[config.mk]
export PLATFORM = sky130hd
export DESIGN_NAME = pip_front
export DESIGN_NICKNAME = d
export VERILOG_FILES = /design/src/design/point_in_polygon_crossing_core_assert.svh /design/src/design/pip_pkg.sv /design/src/design/pip_front.sv
export SDC_FILE = /design/constraint.sdc
export NUM_CORES = 1
export LEC_CHECK = 0
export ABC_AREA = 0
export BUFFER_PORTS_ARGS = -buffer_cell sky130_fd_sc_hd__buf_2
export CORE_MARGIN = 2
export CORE_UTILIZATION = 55
export CTS_BUF_LIST = sky130_fd_sc_hd__clkbuf_4 sky130_fd_sc_hd__clkbuf_8
export CTS_CLUSTER_SIZE = 16
export DETAILED_ROUTE_END_ITERATION = 8
export MAX_ROUTING_LAYER = met4
export PLACE_DENSITY = 0.92
export RECOVER_POWER = 25
export SLEW_MARGIN = 20
export SYNTH_ARGS = -nofsm -noshare
export SYNTH_HDL_FRONTEND = slang
export SYNTH_SLANG_ARGS = --single-unit
export TNS_END_PERCENT = 1
[constraint.sdc]
create_clock -name i_clk -period 7.4 [get_ports i_clk]
set_input_delay 1.48 -clock i_clk [delete_from_list [all_inputs] [get_ports i_clk]]
set_output_delay 1.48 -clock i_clk [all_outputs]
set_load 0.02 [all_outputs]
[src/design/point_in_polygon_crossing_core_assert.svh]
// Assertion macros for the point-in-polygon crossing core
`ifndef POINT_IN_POLYGON_CROSSING_CORE_ASSERT_SVH
`define POINT_IN_POLYGON_CROSSING_CORE_ASSERT_SVH

// same-cycle implication, held off during reset
`define PIP_ASSERT_NOW(lbl, clk, rst_n, ante, cons, msg) \
    lbl: assert property (@(posedge clk) disable iff (!(rst_n)) (ante) |-> (cons)) \
        else $error(msg);

// next-cycle implication, held off during reset
`define PIP_ASSERT_NEXT(lbl, clk, rst_n, ante, cons, msg) \
    lbl: assert property (@(posedge clk) disable iff (!(rst_n)) (ante) |=> (cons)) \
        else $error(msg);

`endif

[src/design/pip_pkg.sv]
// Shared types, constants and helper functions for the point-in-polygon core
`default_nettype none

package pip_pkg;

    localparam int CW = 32;        // coordinate width used from each field
    localparam int FW = 32;        // field width at the ports
    localparam int DW = CW + 1;    // edge difference width
    localparam int PW = 2 * DW;    // cross product width

    typedef logic signed [CW-1:0] t_coord;
    typedef logic signed [DW-1:0] t_diff;
    typedef logic signed [PW-1:0] t_prod;

    typedef enum logic [1:0] {
        AXIS_YZ = 2'd0,
        AXIS_ZX = 2'd1,
        AXIS_XY = 2'd2
    } t_axis;

    typedef enum logic [1:0] {
        CMD_POINT  = 2'd0,
        CMD_NORMAL = 2'd1,
        CMD_VERTEX = 2'd2
    } t_cmd;

    typedef struct packed {
        t_coord u;
        t_coord v;
    } t_uv;

    // one edge test: query point p, edge from a to b
    typedef struct packed {
        logic act;
        t_uv  p;
        t_uv  a;
        t_uv  b;
    } t_edge_req;

    function automatic t_coord ext_coord(input logic [FW-1:0] raw);
        logic signed [63:0] w;
        begin
            w = 64'(signed'(raw));
            return w[CW-1:0];
        end
    endfunction

    function automatic logic [CW-1:0] mag(input t_coord x);
        logic [CW-1:0] u;
        begin
            u = x;
            return u[CW-1] ? (~u + CW'(1)) : u;
        end
    endfunction

    // largest normal component picks the dropped axis
    function automatic t_axis pick_axis(input t_coord nx, input t_coord ny, input t_coord nz);
        logic [CW-1:0] ax;
        logic [CW-1:0] ay;
        logic [CW-1:0] az;
        begin
            ax = mag(nx);
            ay = mag(ny);
            az = mag(nz);
            if (ax > ay) begin
                if (ay > az || ax > az) begin
                    return AXIS_YZ;
                end
                return AXIS_XY;
            end
            if (ax > az || ay > az) begin
                return AXIS_ZX;
            end
            return AXIS_XY;
        end
    endfunction

    function automatic t_uv project(input t_axis axis, input t_coord x, input t_coord y,
                                    input t_coord z);
        t_uv r;
        begin
            case (axis)
                AXIS_YZ: begin
                    r.u = y;
                    r.v = z;
                end
                AXIS_ZX: begin
                    r.u = z;
                    r.v = x;
                end
                default: begin
                    r.u = x;
                    r.v = y;
                end
            endcase
            return r;
        end
    endfunction

endpackage

`default_nettype wire

[src/design/pip_front.sv]
// Command decode, polygon state and first pipeline register
`default_nettype none

module pip_front (
    input  wire                     i_clk,
    input  wire                     i_rst_n,
    input  wire                     i_accept,
    input  wire [1:0]               i_command,
    input  wire [pip_pkg::FW-1:0]   i_coord_x,
    input  wire [pip_pkg::FW-1:0]   i_coord_y,
    input  wire [pip_pkg::FW-1:0]   i_coord_z,
    input  wire                     i_last_vertex,
    input  wire                     i_advance,
    output logic                    o_valid,
    output pip_pkg::t_edge_req      o_edge_prev,
    output pip_pkg::t_edge_req      o_edge_close,
    output logic                    o_last,
    output pip_pkg::t_axis          o_axis
);

    pip_pkg::t_coord    r_qx, r_qy, r_qz;
    pip_pkg::t_axis     r_axis;
    pip_pkg::t_uv       r_first_uv;
    pip_pkg::t_uv       r_prev_uv;
    logic               r_await;
    logic               r_v1;
    pip_pkg::t_edge_req r_edge_prev, r_edge_close;
    logic               r_last;
    pip_pkg::t_axis     r_axis1;

    pip_pkg::t_coord    w_cx, w_cy, w_cz;
    pip_pkg::t_uv       w_cur;
    pip_pkg::t_uv       w_query;
    pip_pkg::t_uv       w_first_eff;
    pip_pkg::t_cmd      w_cmd;
    logic               w_vertex;

    always_comb begin
        w_cx        = pip_pkg::ext_coord(i_coord_x);
        w_cy        = pip_pkg::ext_coord(i_coord_y);
        w_cz        = pip_pkg::ext_coord(i_coord_z);
        w_cmd       = pip_pkg::t_cmd'(i_command);
        w_cur       = pip_pkg::project(r_axis, w_cx, w_cy, w_cz);
        w_query     = pip_pkg::project(r_axis, r_qx, r_qy, r_qz);
        w_first_eff = r_await ? w_cur : r_first_uv;
        w_vertex    = i_accept && (w_cmd == pip_pkg::CMD_VERTEX);
    end

    // control state
    always_ff @(posedge i_clk) begin
        if (!i_rst_n) begin
            r_qx    <= '0;
            r_qy    <= '0;
            r_qz    <= '0;
            r_axis  <= pip_pkg::AXIS_XY;
            r_await <= 1'b1;
            r_v1    <= 1'b0;
        end else begin
            if (i_accept) begin
                case (w_cmd)
                    pip_pkg::CMD_POINT: begin
                        r_qx <= w_cx;
                        r_qy <= w_cy;
                        r_qz <= w_cz;
                    end
                    pip_pkg::CMD_NORMAL: begin
                        r_axis <= pip_pkg::pick_axis(w_cx, w_cy, w_cz);
                    end
                    pip_pkg::CMD_VERTEX: begin
                        r_await <= i_last_vertex;
                    end
                    default: begin
                    end
                endcase
            end
            if (w_vertex) begin
                r_v1 <= 1'b1;
            end else if (i_advance) begin
                r_v1 <= 1'b0;
            end
        end
    end

    // vertex store and stage 1 payload
    always_ff @(posedge i_clk) begin
        if (w_vertex) begin
            if (r_await) begin
                r_first_uv <= w_cur;
            end
            r_prev_uv          <= w_cur;
            r_edge_prev.act    <= !r_await;
            r_edge_prev.p      <= w_query;
            r_edge_prev.a      <= r_prev_uv;
            r_edge_prev.b      <= w_cur;
            // closing edge runs from this vertex back to the first
            r_edge_close.act   <= i_last_vertex;
            r_edge_close.p     <= w_query;
            r_edge_close.a     <= w_cur;
            r_edge_close.b     <= w_first_eff;
            r_last             <= i_last_vertex;
            r_axis1            <= r_axis;
        end
    end

    assign o_valid      = r_v1;
    assign o_edge_prev  = r_edge_prev;
    assign o_edge_close = r_edge_close;
    assign o_last       = r_last;
    assign o_axis       = r_axis1;

endmodule

`default_nettype wire

==> results.sh, run 1 <==
export IMPL_outcome="finished with violations"
export IMPL_violated_checks="max-capacitance violations, max-slew violations"
export IMPL_route_final_wire_length_um=60300
export IMPL_post_synth_mux_area_share_pct=6.81
export IMPL_synthDominantCellAreaShare_pct=40.7
export IMPL_ys_seq_area_share_pct=51.2
export IMPL_layout_commonest_cell="buf_2"
export IMPL_drtPass1Iterations=8
export IMPL_post_dp_hpwl_um=43900
export IMPL_max_cap_violations=7
export IMPL_combinational_family_with_the_most_area_after_synthesis="simple AND/OR/NAND/NOR gates"
export IMPL_maxClockFrequency_mhz=172
export IMPL_drt_vias_per_instance=5.76
export IMPL_synthFlopType="edfxtp_1"
export IMPL_cts_setup_buffers=0
export IMPL_crit_path_kind="reg2reg"
export IMPL_max_incr_delay_on_cp_ps=2950
export IMPL_clkLatencyLatePin_ps=660
export IMPL_io_port_bufs=492
export IMPL_total_power_consumption_of_the_routed_design_mw=4.91
export IMPL_layout_min_cycle_time_ps=5810
export IMPL_cp_data_required_time_ps=7750
export IMPL_cp_start_kind="flip-flop"
export IMPL_worst_slew_pin_slew_ps=4110
export IMPL_drc=0
export IMPL_antenna_violating_nets_post_route=0
export IMPL_fin_setup_tns_ps=0
export IMPL_clock_sink_count=360
export IMPL_synth_unique_cells=73
export IMPL_clockBufferDepth=3
export IMPL_grt_start_max_net_pins=137
export IMPL_gr_usage_met1_pct=43.8
export IMPL_mapped_cells=1841
export IMPL_cp_cell_sequence="clkbuf_1 -> mux2i_1 -> o21ai_0"
export IMPL_worst_slew_slack_as_a_fraction_of_its_limit_pct=-174
export IMPL_dp_cells=2560
export IMPL_drt_wirelength_per_cell_um=22.6
export IMPL_synth_seq_cells=360
export IMPL_timing_reg2reg_worst_path_depth=3
export IMPL_finish_net_count=2361
export IMPL_routabilityCongestion=0.946
export IMPL_layout_drive_gt1_share_pct=28.2
export IMPL_synth_async_sr_flop_share_pct=0
export IMPL_cp_arrival_ps=6160
export IMPL_yosysWarningCount=0
export IMPL_clock_tree_root_cell="clkbuf_8"
export IMPL_grt_use_met2_pct=50.6
export IMPL_vdd_ir_drop_max_mv=0.177
export IMPL_synth_compound_area_share_pct=11.5
export IMPL_vias=15400
export IMPL_leakagePower_nw=8.81
export IMPL_synth_edff_count=260
export IMPL_placeable_core_region_sq_um=34500
export IMPL_yosys_area_share_simple_pct=11.6
export IMPL_num_io_pins=493
export IMPL_slew_viol_final=388
export IMPL_finalClockSkew_ps=40.8
export IMPL_global_route_wire_length_before_repair_um=86300
export IMPL_whs_path_depth=0
export IMPL_grt_busiest_layer="met2"
export IMPL_antenna_violations_before_repair=4
export IMPL_cts_hold_fix_buffers=0
export IMPL_netlist_top_cells_area="edfxtp_1, dfxtp_1, nand2_1, mux2i_1, ha_1"
export IMPL_synth_adder_area_share_pct=6.31
export IMPL_worst_setup_hold_path_clk_slew_ps=70
export IMPL_met3_capacity_usage_during_global_routing_pct=6.92
export IMPL_chipWidth_um=191
export IMPL_grt_usage_pct=32.9
export IMPL_synthesis_nets=2039
export IMPL_setup_viol=0
export IMPL_die_area_sq_um=36400
export IMPL_p_per_area_nw_per_um2=222
export IMPL_crit_path_max_fanout=54
export IMPL_cts_buffers_inserted=55
export IMPL_min_path_type="reg2reg"
export IMPL_crit_path_top_delay_cell="clkbuf_1"
export IMPL_first_global_vias=14300
export IMPL_synth_top_cell_by_area="edfxtp_1"
export IMPL_remaining_global_route_overflow=0
export IMPL_synth_xor_area_share_pct=4.10
export IMPL_post_synth_cell_area_avg_sq_um=10.4
export IMPL_clock_tree_htree_level_count=2
export IMPL_hold_viol=0
export IMPL_period_share_pct=78.5
export IMPL_layout_common_cells="buf_2, nand2_1, edfxtp_1"
export IMPL_die_h_um=191
export IMPL_layout_area_overhead_vs_synth_pct=15.3
export IMPL_num_rows=68
export IMPL_drt_iter0_drc=1742
export IMPL_endpoint_type_of_the_worst_setup_path="flip-flop"
export IMPL_synth_area_sq_um=19200
export IMPL_cts_repair_resized=0
export IMPL_cts_tree="done"
export IMPL_finish_cell_count_without_fillers=2670
export IMPL_starting_density_of_the_core_pct=55.6
export IMPL_grt_setup_unrepaired="false"
-- logic make-up (layout without fill, tap and decap cells) --
logic type,Yosys count,count (layout)
other,0,5
DFF,360,360
muxes,130,130
buffers and inverters,283,652
and+or+nand+nor,498,498
xor gates and xnor gates,89,89
AOI/OAI and AO/OA,384,384
adders and majority gates,97,97
-- critical path: cells and delay by family, from the launching register on --
kind / cells / cell delay [ps]
mux: 1 / 420
compound gates: 1 / 500
buf+inv: 1 / 2950
flops: 1 / 1520
-- final timing paths --
path                                     from                         end  slack (ps)
setup / recovery       r_axis[0]$_SDFFE_PN0P_  o_edge_close[51]$_DFFE_PP_        1590
hold / removal    o_edge_close[118]$_DFFE_PP_  o_edge_prev[118]$_DFFE_PP_         460
setup reg to reg       r_axis[0]$_SDFFE_PN0P_  o_edge_close[51]$_DFFE_PP_        1590
hold reg to reg   o_edge_close[118]$_DFFE_PP_  o_edge_prev[118]$_DFFE_PP_         460
-- cells in the mapped netlist (4+ instances only) --
cell type and instances:
o21ai_0 163, xnor2_1 50, or3_1 24, nor2_1 23
buf_1 14, inv_1 44, clkbuf_1 81, nand3b_1 4
nand2b_1 8, or4_1 9, a21oi_1 124, edfxtp_1 260
ha_1 95, nand3_1 8, mux2i_1 129, buf_4 129
nand2_1 356, o21ai_1 7, nor4_1 5, nor2b_1 4
a211oi_1 4, xor2_1 38, nor3_1 14, o41ai_1 9
nand4_1 17, buf_6 4, o21a_1 10, buf_2 5
a21o_1 25, dfxtp_1 100, o31ai_1 20
-- flip-flops by register name (all words and copies together) (netlist names) --
| signal | cells |
|---|---|
| o_axis | 2 |
| o_edge_close | 192 |
| o_edge_prev | 65 |
| o_last | 1 |
| o_valid | 1 |
| r_await | 1 |
| r_axis | 2 |
| r_qx | 32 |
| r_qy | 32 |
| r_qz | 32 |
-- report_power, final --
part,leakage [nW],total (mW),switching (mW),internal [mW]
clock network,0.658,1.83,0.788,1.04
logic,4.90,0.806,0.524,0.281
registers,3.26,2.28,0.0430,2.24
total,8.81,4.91,1.36,3.56
-- through the flow --
step	instance area, sq um	setup WS [ps]	hold WS, ps	util (%)
6_report	22100	1590	457	64.2
5_1_grt	22100	858	479	64.2
4_1_cts	22100	1790	460	64.2
3_5_place_dp	20900	1100	451	60.6
3_3_place_gp	20900	1190	445	60.6
2_1_floorplan	19200	1370	406	-
-- layer usage --
metal,vias to the layer above,wire (um)
met1,7318,24400
met3,127,6200
met5,-,0
li1,7058,-
met2,872,28000
met4,0,1720
-- area by class of cell --
class                           instances  area, sq um
Fill cell                            2727        12300
Sequential cell                       360         9810
Multi-Input combinational cell       1198         7760
Timing Repair Buffer                  503         2540
Clock buffer                           93         1090
Tap cell                              455          569
Inverter                               45          178
Clock inverter                         11          150
Antenna cell                            5         12.5
No activity file was read; power rests on OpenSTA's default activity.
==> run 2, diff against run 1 <==
Settings changed: ABC_AREA 0 to 1, CORE_AREA set to 2 2 194 196, CORE_MARGIN 2 to unset, CORE_UTILIZATION 55 to unset, DIE_AREA set to 0 0 196 198, PLACE_DENSITY 0.92 to 0.88.
Clock period 7.4 ns to 5.36 ns, I/O delays scaled along.
==> run 2 against run 1 <==
  * The run still ends with max-capacitance violations, max-slew violations left
  * Critical path type is now in2reg
  * Die area increased by 6.7%
  * Highest routed layer unchanged
  * First-iteration DRC count decreased by 24%
  * Clock-buffer cell count decreased by 16
  * Power increased by 40%
  * Synthesized cell count increased by 3.6%
  * Non-clock buffer count increased by 10
==> results.sh, run 2 <==
export IMPL_outcome="finished with violations"
export IMPL_violated_checks="max-capacitance violations, max-slew violations"
export IMPL_setup_viol=0
export IMPL_drt_iter0_drc=1322
export IMPL_clock_tree_htree_level_count=2
export IMPL_crit_reg2reg_capture="o_edge_close[120]$_DFFE_PP_"
export IMPL_crit_path_kind="in2reg"
export IMPL_num_rows=71
export IMPL_worstReg2RegStart="r_axis[0]$_SDFFE_PN0P_"
export IMPL_clkLatencyLatePin_ps=680
export IMPL_combinational_family_with_the_most_area_after_synthesis="compound AO/OA/AOI/OAI gates"
export IMPL_synth_top_cell_by_area="edfxtp_1"
export IMPL_hold_viol=0
export IMPL_crit_path_max_fanout=52
export IMPL_layout_min_cycle_time_ps=4660
export IMPL_finish_net_count=2463
export IMPL_p_per_area_nw_per_um2=312
export IMPL_cts_buffers_inserted=57
export IMPL_synth_area_sq_um=18700
export IMPL_synth_unique_cells=46
export IMPL_clock_tree_root_cell="clkbuf_8"
export IMPL_clock_sink_count=360
export IMPL_post_dp_hpwl_um=48900
export IMPL_clockBufferDepth=3
export IMPL_synth_seq_cells=360
export IMPL_synthDominantCellAreaShare_pct=41.7
export IMPL_leakagePower_nw=9.41
export IMPL_cts_setup_buffers=0
export IMPL_antenna_violating_nets_post_route=0
export IMPL_place_worst_setup_slack_ps=391
export IMPL_synthFlopType="edfxtp_1"
export IMPL_total_power_consumption_of_the_routed_design_mw=6.85
export IMPL_cts_hold_fix_buffers=0
export IMPL_antenna_violations_before_repair=11
export IMPL_grt_start_max_net_pins=193
export IMPL_worst_slew_pin_slew_ps=2760
export IMPL_crit_end="r_qz[5]$_SDFFE_PN0P_"
export IMPL_min_path_type="reg2reg"
export IMPL_endpoint_type_of_the_worst_setup_path="flip-flop"
export IMPL_starting_density_of_the_core_pct=50.7
export IMPL_grt_usage_pct=33.6
export IMPL_layout_common_cells="buf_2, edfxtp_1, nand2_1"
export IMPL_finalClockSkew_ps=27.5
export IMPL_post_synth_cell_area_avg_sq_um=9.82
export IMPL_fin_setup_tns_ps=0
export IMPL_ys_seq_area_share_pct=52.4
export IMPL_yosys_area_share_simple_pct=11.4
export IMPL_timing_final_ws_setup_ps=695
export IMPL_synth_xor_area_share_pct=3.79
export IMPL_io_port_bufs=492
export IMPL_num_io_pins=493
export IMPL_ys_top_cells_by_count="edfxtp_1, nand2_1, inv_1, o21ai_0, a21oi_1"
export IMPL_layout_commonest_cell="buf_2"
export IMPL_hold_worst_slack_ps=464
export IMPL_reg2reg_slack_ps=970
export IMPL_grt_setup_unrepaired="false"
export IMPL_timing_reg2reg_worst_path_depth=3
export IMPL_drt_vias_per_instance=5.64
export IMPL_cp_start_kind="input port"
export IMPL_slew_viol_final=252
export IMPL_netlist_top_cells_area="edfxtp_1, dfxtp_1, ha_1, buf_4, nand2_1"
export IMPL_maxClockFrequency_mhz=214
export IMPL_routabilityCongestion=0.984
export IMPL_crit_start="i_rst_n"
export IMPL_chipWidth_um=196
export IMPL_die_area_sq_um=38800
export IMPL_layout_drive_gt1_share_pct=28.0
export IMPL_synth_compound_area_share_pct=15.1
export IMPL_synth_adder_area_share_pct=6.35
export IMPL_cp_arrival_ps=5200
export IMPL_worst_slew_slack_as_a_fraction_of_its_limit_pct=-84.1
export IMPL_vdd_ir_drop_max_mv=0.212
export IMPL_worst_setup_hold_path_clk_slew_ps=60
export IMPL_synthesis_nets=2106
export IMPL_placeable_core_region_sq_um=37000
export IMPL_drt_wirelength_per_cell_um=23.0
export IMPL_synth_async_sr_flop_share_pct=0
export IMPL_layout_area_overhead_vs_synth_pct=17.2
export IMPL_die_h_um=198
export IMPL_first_global_vias=15400
export IMPL_global_route_wire_length_before_repair_um=93000
export IMPL_cts_repair_resized=0
export IMPL_period_share_pct=87.0
export IMPL_max_cap_violations=6
export IMPL_route_final_wire_length_um=64500
export IMPL_largest_register_ffs=192
export IMPL_synth_edff_count=260
export IMPL_synthMostInstantiatedCell="edfxtp_1"
export IMPL_cp_data_required_time_ps=5890
export IMPL_cts_tree="done"
export IMPL_post_synth_mux_area_share_pct=0
export IMPL_mapped_cells=1908
export IMPL_remaining_global_route_overflow=0
export IMPL_yosysWarningCount=0
export IMPL_drc=0
export IMPL_vias=15800
export IMPL_drtPass1Iterations=6
==> run 2: cell types whose count changed in the layout (fill, tap and decap cells not counted), moves of 24 or more <==
| cell | delta |
|---|---|
| mux2i_1 | -129 |
| nor2_1 | +58 |
| a21o_1 | -24 |
| inv_1 | +148 |
| nand3_1 | +66 |
| o221ai_1 | +41 |
| nand2_1 | -104 |
| or3_1 | -24 |
| xor2_1 | +43 |
| o211ai_1 | +56 |
| xnor2_1 | -50 |
| a22oi_1 | +32 |
==> run 2: where the power goes <==
group	internal (mW)	switching [mW]	leakage (nW)
Combinational	0.340	0.760	5.50
Clock	1.43	1.15	0.658
Sequential	3.11	0.0589	3.25
==> run 2: per-stage QoR <==
step | area (sq um) | utilization (%) | instances
final | 22000 | 59.4 | 2799
after global routing | 22000 | 59.4 | 2796
after CTS | 22000 | 59.5 | 2784
after detailed placement | 20700 | 56.1 | 2680
after global placement | 20700 | 56.1 | 2680
after floorplan | 18800 | - | 1908
==> run 2: worst min-delay path by stage <==
stage / start / endpoint / slack (ps) / cells after the start
after floorplan: r_axis[0]$_SDFFE_PN0P_ / o_axis[0]$_DFFE_PP_ / 400 / 0
final: o_edge_close[67]$_DFFE_PP_ / o_edge_prev[67]$_DFFE_PP_ / 460 / 0
after global routing: o_edge_close[126]$_DFFE_PP_ / o_edge_prev[126]$_DFFE_PP_ / 490 / 0
after global placement: o_edge_close[67]$_DFFE_PP_ / o_edge_prev[67]$_DFFE_PP_ / 450 / 0
after CTS: o_edge_close[79]$_DFFE_PP_ / o_edge_prev[79]$_DFFE_PP_ / 470 / 0
after detailed placement: o_edge_close[79]$_DFFE_PP_ / o_edge_prev[79]$_DFFE_PP_ / 450 / 0
==> run 2: cell families after synthesis <==
family / count (synthesis)
AOI/OAI and AO/OA: 468
xor gates and xnor gates: 81
adders and majority gates: 95
buffers and inverters: 423
DFF: 360
and+or+nand+nor: 481
==> run 2: layout make-up <==
cell class,instances,area [sq um]
timing repair buffer,513,2600
multi-input combinational,1125,6870
antenna,15,37.5
sequential,360,9810
fill,3188,15000
tap,474,593
clock inverter,27,274
clock buffer,77,978
inverter,208,795
==> run 2: worst max-delay path, cell delays in order <==
cell	delay [ps]
clkbuf_1	1310
clkbuf_1	1580
o21ai_0	650
a21oi_1	550
==> run 2: per-layer routing <==
metal | wire length (um) | GRT usage (%)
met2 | 31700 | 56.4
met4 | 4760 | 23.5
met1 | 22900 | 35.6
met5 | 0 | -
met3 | 5070 | 7.03
==> run 3, diff against run 2 <==
Settings changed: CORE_AREA 2 2 194 196 to unset, CORE_ASPECT_RATIO set to 2, CORE_MARGIN set to 2, CORE_UTILIZATION set to 25, DIE_AREA 0 0 196 198 to unset, PLACE_DENSITY 0.88 to 0.54.
==> run 3 against run 2 <==
  * The run still ends with max-capacitance violations, max-slew violations left
  * Non-clock buffer count increased by 12
  * Fmax increased by 2.5%
  * Setup slack improved by 110 ps
  * Core utilization decreased by 29 points
  * Routed wire length increased by 10%
  * Critical path type unchanged
  * Critical endpoint is now r_axis[0]$_SDFFE_PN0P_
  * Largest power group unchanged
==> results.sh, run 3 (synthesis gave the netlist of run 2 again) <==
export IMPL_period_share_pct=84.9
export IMPL_worst_path_most_repeated_cell="nand3_1"
export IMPL_largest_register_ffs=192
export IMPL_timing_critical_path_max_delay_family="simple AND/OR/NAND/NOR gates"
export IMPL_cts_repair_resized=0
export IMPL_crit_path_top_delay_cell="o41ai_2"
export IMPL_outcome="finished with violations"
export IMPL_starting_density_of_the_core_pct=25.1
export IMPL_endpoint_type_of_the_worst_setup_path="flip-flop"
export IMPL_hold_viol=0
export IMPL_post_dp_hpwl_um=54700
export IMPL_num_io_pins=493
export IMPL_nFillCells=7926
export IMPL_global_route_wire_length_before_repair_um=101000
export IMPL_crit_path_max_fanout=4
export IMPL_number_of_cells_on_the_critical_path=25
export IMPL_first_global_vias=15200
export IMPL_vias=15600
export IMPL_setup_viol=0
export IMPL_crit_path_kind="in2reg"
export IMPL_violated_checks="max-capacitance violations, max-slew violations"
export IMPL_cts_tree="done"
export IMPL_num_rows=142
export IMPL_max_cap_violations=3
export IMPL_layout_common_cells="buf_2, edfxtp_1, nand2_1"
export IMPL_antenna_violations_before_repair=14
export IMPL_die_area_sq_um=77300
export IMPL_cp_start_kind="input port"
export IMPL_total_power_consumption_of_the_routed_design_mw=6.82
export IMPL_drt_vias_per_instance=4.77
export IMPL_post_detailed_placement_cell_area_sq_um=21400
export IMPL_layout_area_overhead_vs_synth_pct=20.6
export IMPL_drt_wirelength_per_cell_um=21.8
export IMPL_layout_drive_gt1_share_pct=28.9
export IMPL_vdd_ir_drop_max_mv=0.173
export IMPL_clockBufferDepth=3
export IMPL_clkLatencyLatePin_ps=690
export IMPL_placeable_core_region_sq_um=74600
export IMPL_cp_arrival_ps=5180
export IMPL_p_per_area_nw_per_um2=302
export IMPL_layout_min_cycle_time_ps=4550
export IMPL_die_h_um=391
export IMPL_place_worst_setup_slack_ps=213
export IMPL_timing_reg2reg_worst_path_depth=5
export IMPL_drt_iter0_drc=916
export IMPL_finalClockSkew_ps=36.6
export IMPL_slew_viol_final=228
export IMPL_io_port_bufs=492
export IMPL_cp_buffers_inverters=4
export IMPL_grt_usage_pct=18.4
export IMPL_clock_sink_count=360
export IMPL_cp_data_required_time_ps=5990
export IMPL_maxClockFrequency_mhz=220
export IMPL_timing_final_ws_setup_ps=810
export IMPL_max_incr_delay_on_cp_ps=400
export IMPL_remaining_global_route_overflow=0
export IMPL_layout_commonest_cell="buf_2"
export IMPL_antenna_violating_nets_post_route=0
export IMPL_dp_cells=3154
export IMPL_leakagePower_nw=9.47
export IMPL_finish_cell_count_without_fillers=3270
export IMPL_min_path_type="reg2reg"
export IMPL_drc=0
export IMPL_multi_input_area_sq_um=6880
export IMPL_worst_setup_hold_path_clk_slew_ps=100
export IMPL_cts_buffers_inserted=54
export IMPL_whs_path_depth=0
export IMPL_grt_setup_unrepaired="false"
export IMPL_finish_net_count=2472
export IMPL_grt_start_max_net_pins=193
export IMPL_routabilityCongestion=0.943
export IMPL_cts_hold_fix_buffers=0
export IMPL_drtPass1Iterations=7
export IMPL_chipWidth_um=198
export IMPL_clock_tree_htree_level_count=2
export IMPL_route_final_wire_length_um=71200
export IMPL_finalInstanceArea_sq_um=22600
export IMPL_cts_setup_buffers=0
export IMPL_worst_slew_pin_slew_ps=3060
export IMPL_worst_slew_slack_as_a_fraction_of_its_limit_pct=-104
export IMPL_clock_tree_root_cell="clkbuf_8"
export IMPL_sequential_cell_area_sq_um=9810
[run 3: power by group]
group	switching [mW]	internal, mW	leakage [nW]
Combinational	0.795	0.347	5.59
Clock	1.18	1.33	0.628
Sequential	0.0537	3.11	3.25
Total	2.03	4.79	9.47
[run 3: final cells by class]
cell class	instances	area share [%]
clock buffers	74	4.09
clock inverters	27	1.16
well taps	936	5.18
flip-flops and latches	360	43.4
repair buffers	525	12.0
inverters	208	3.52
diodes	15	0.166
multi-input cells	1125	30.4
[run 3: worst paths after layout]
check	start	to	slack, ps
worst min register to register	o_edge_close[73]$_DFFE_PP_	o_edge_prev[73]$_DFFE_PP_	460
worst min-delay path	o_edge_close[73]$_DFFE_PP_	o_edge_prev[73]$_DFFE_PP_	460
worst max register to register	r_axis[1]$_SDFFE_PN1P_	o_edge_close[14]$_DFFE_PP_	2100
worst max-delay path	i_coord_y[1]	r_axis[0]$_SDFFE_PN0P_	810
[run 3: through the flow]
step,util [%],hold slack [ps],setup TNS (ps)
after floorplan,-,403,-340580
after global placement,28.7,455,0
after detailed placement,28.7,449,0
after CTS,30.3,460,0
after global routing,30.3,478,0
final,30.3,464,0
[run 3: per-layer routing]
| metal | track usage (%) | vias up | wire length [um] |
|---|---|---|---|
| li1 | - | 7318 | - |
| met1 | 21.9 | 7403 | 29300 |
| met2 | 29.0 | 693 | 33200 |
| met3 | 3.47 | 171 | 4410 |
| met4 | 10.8 | 0 | 4320 |
| met5 | - | - | 0 |
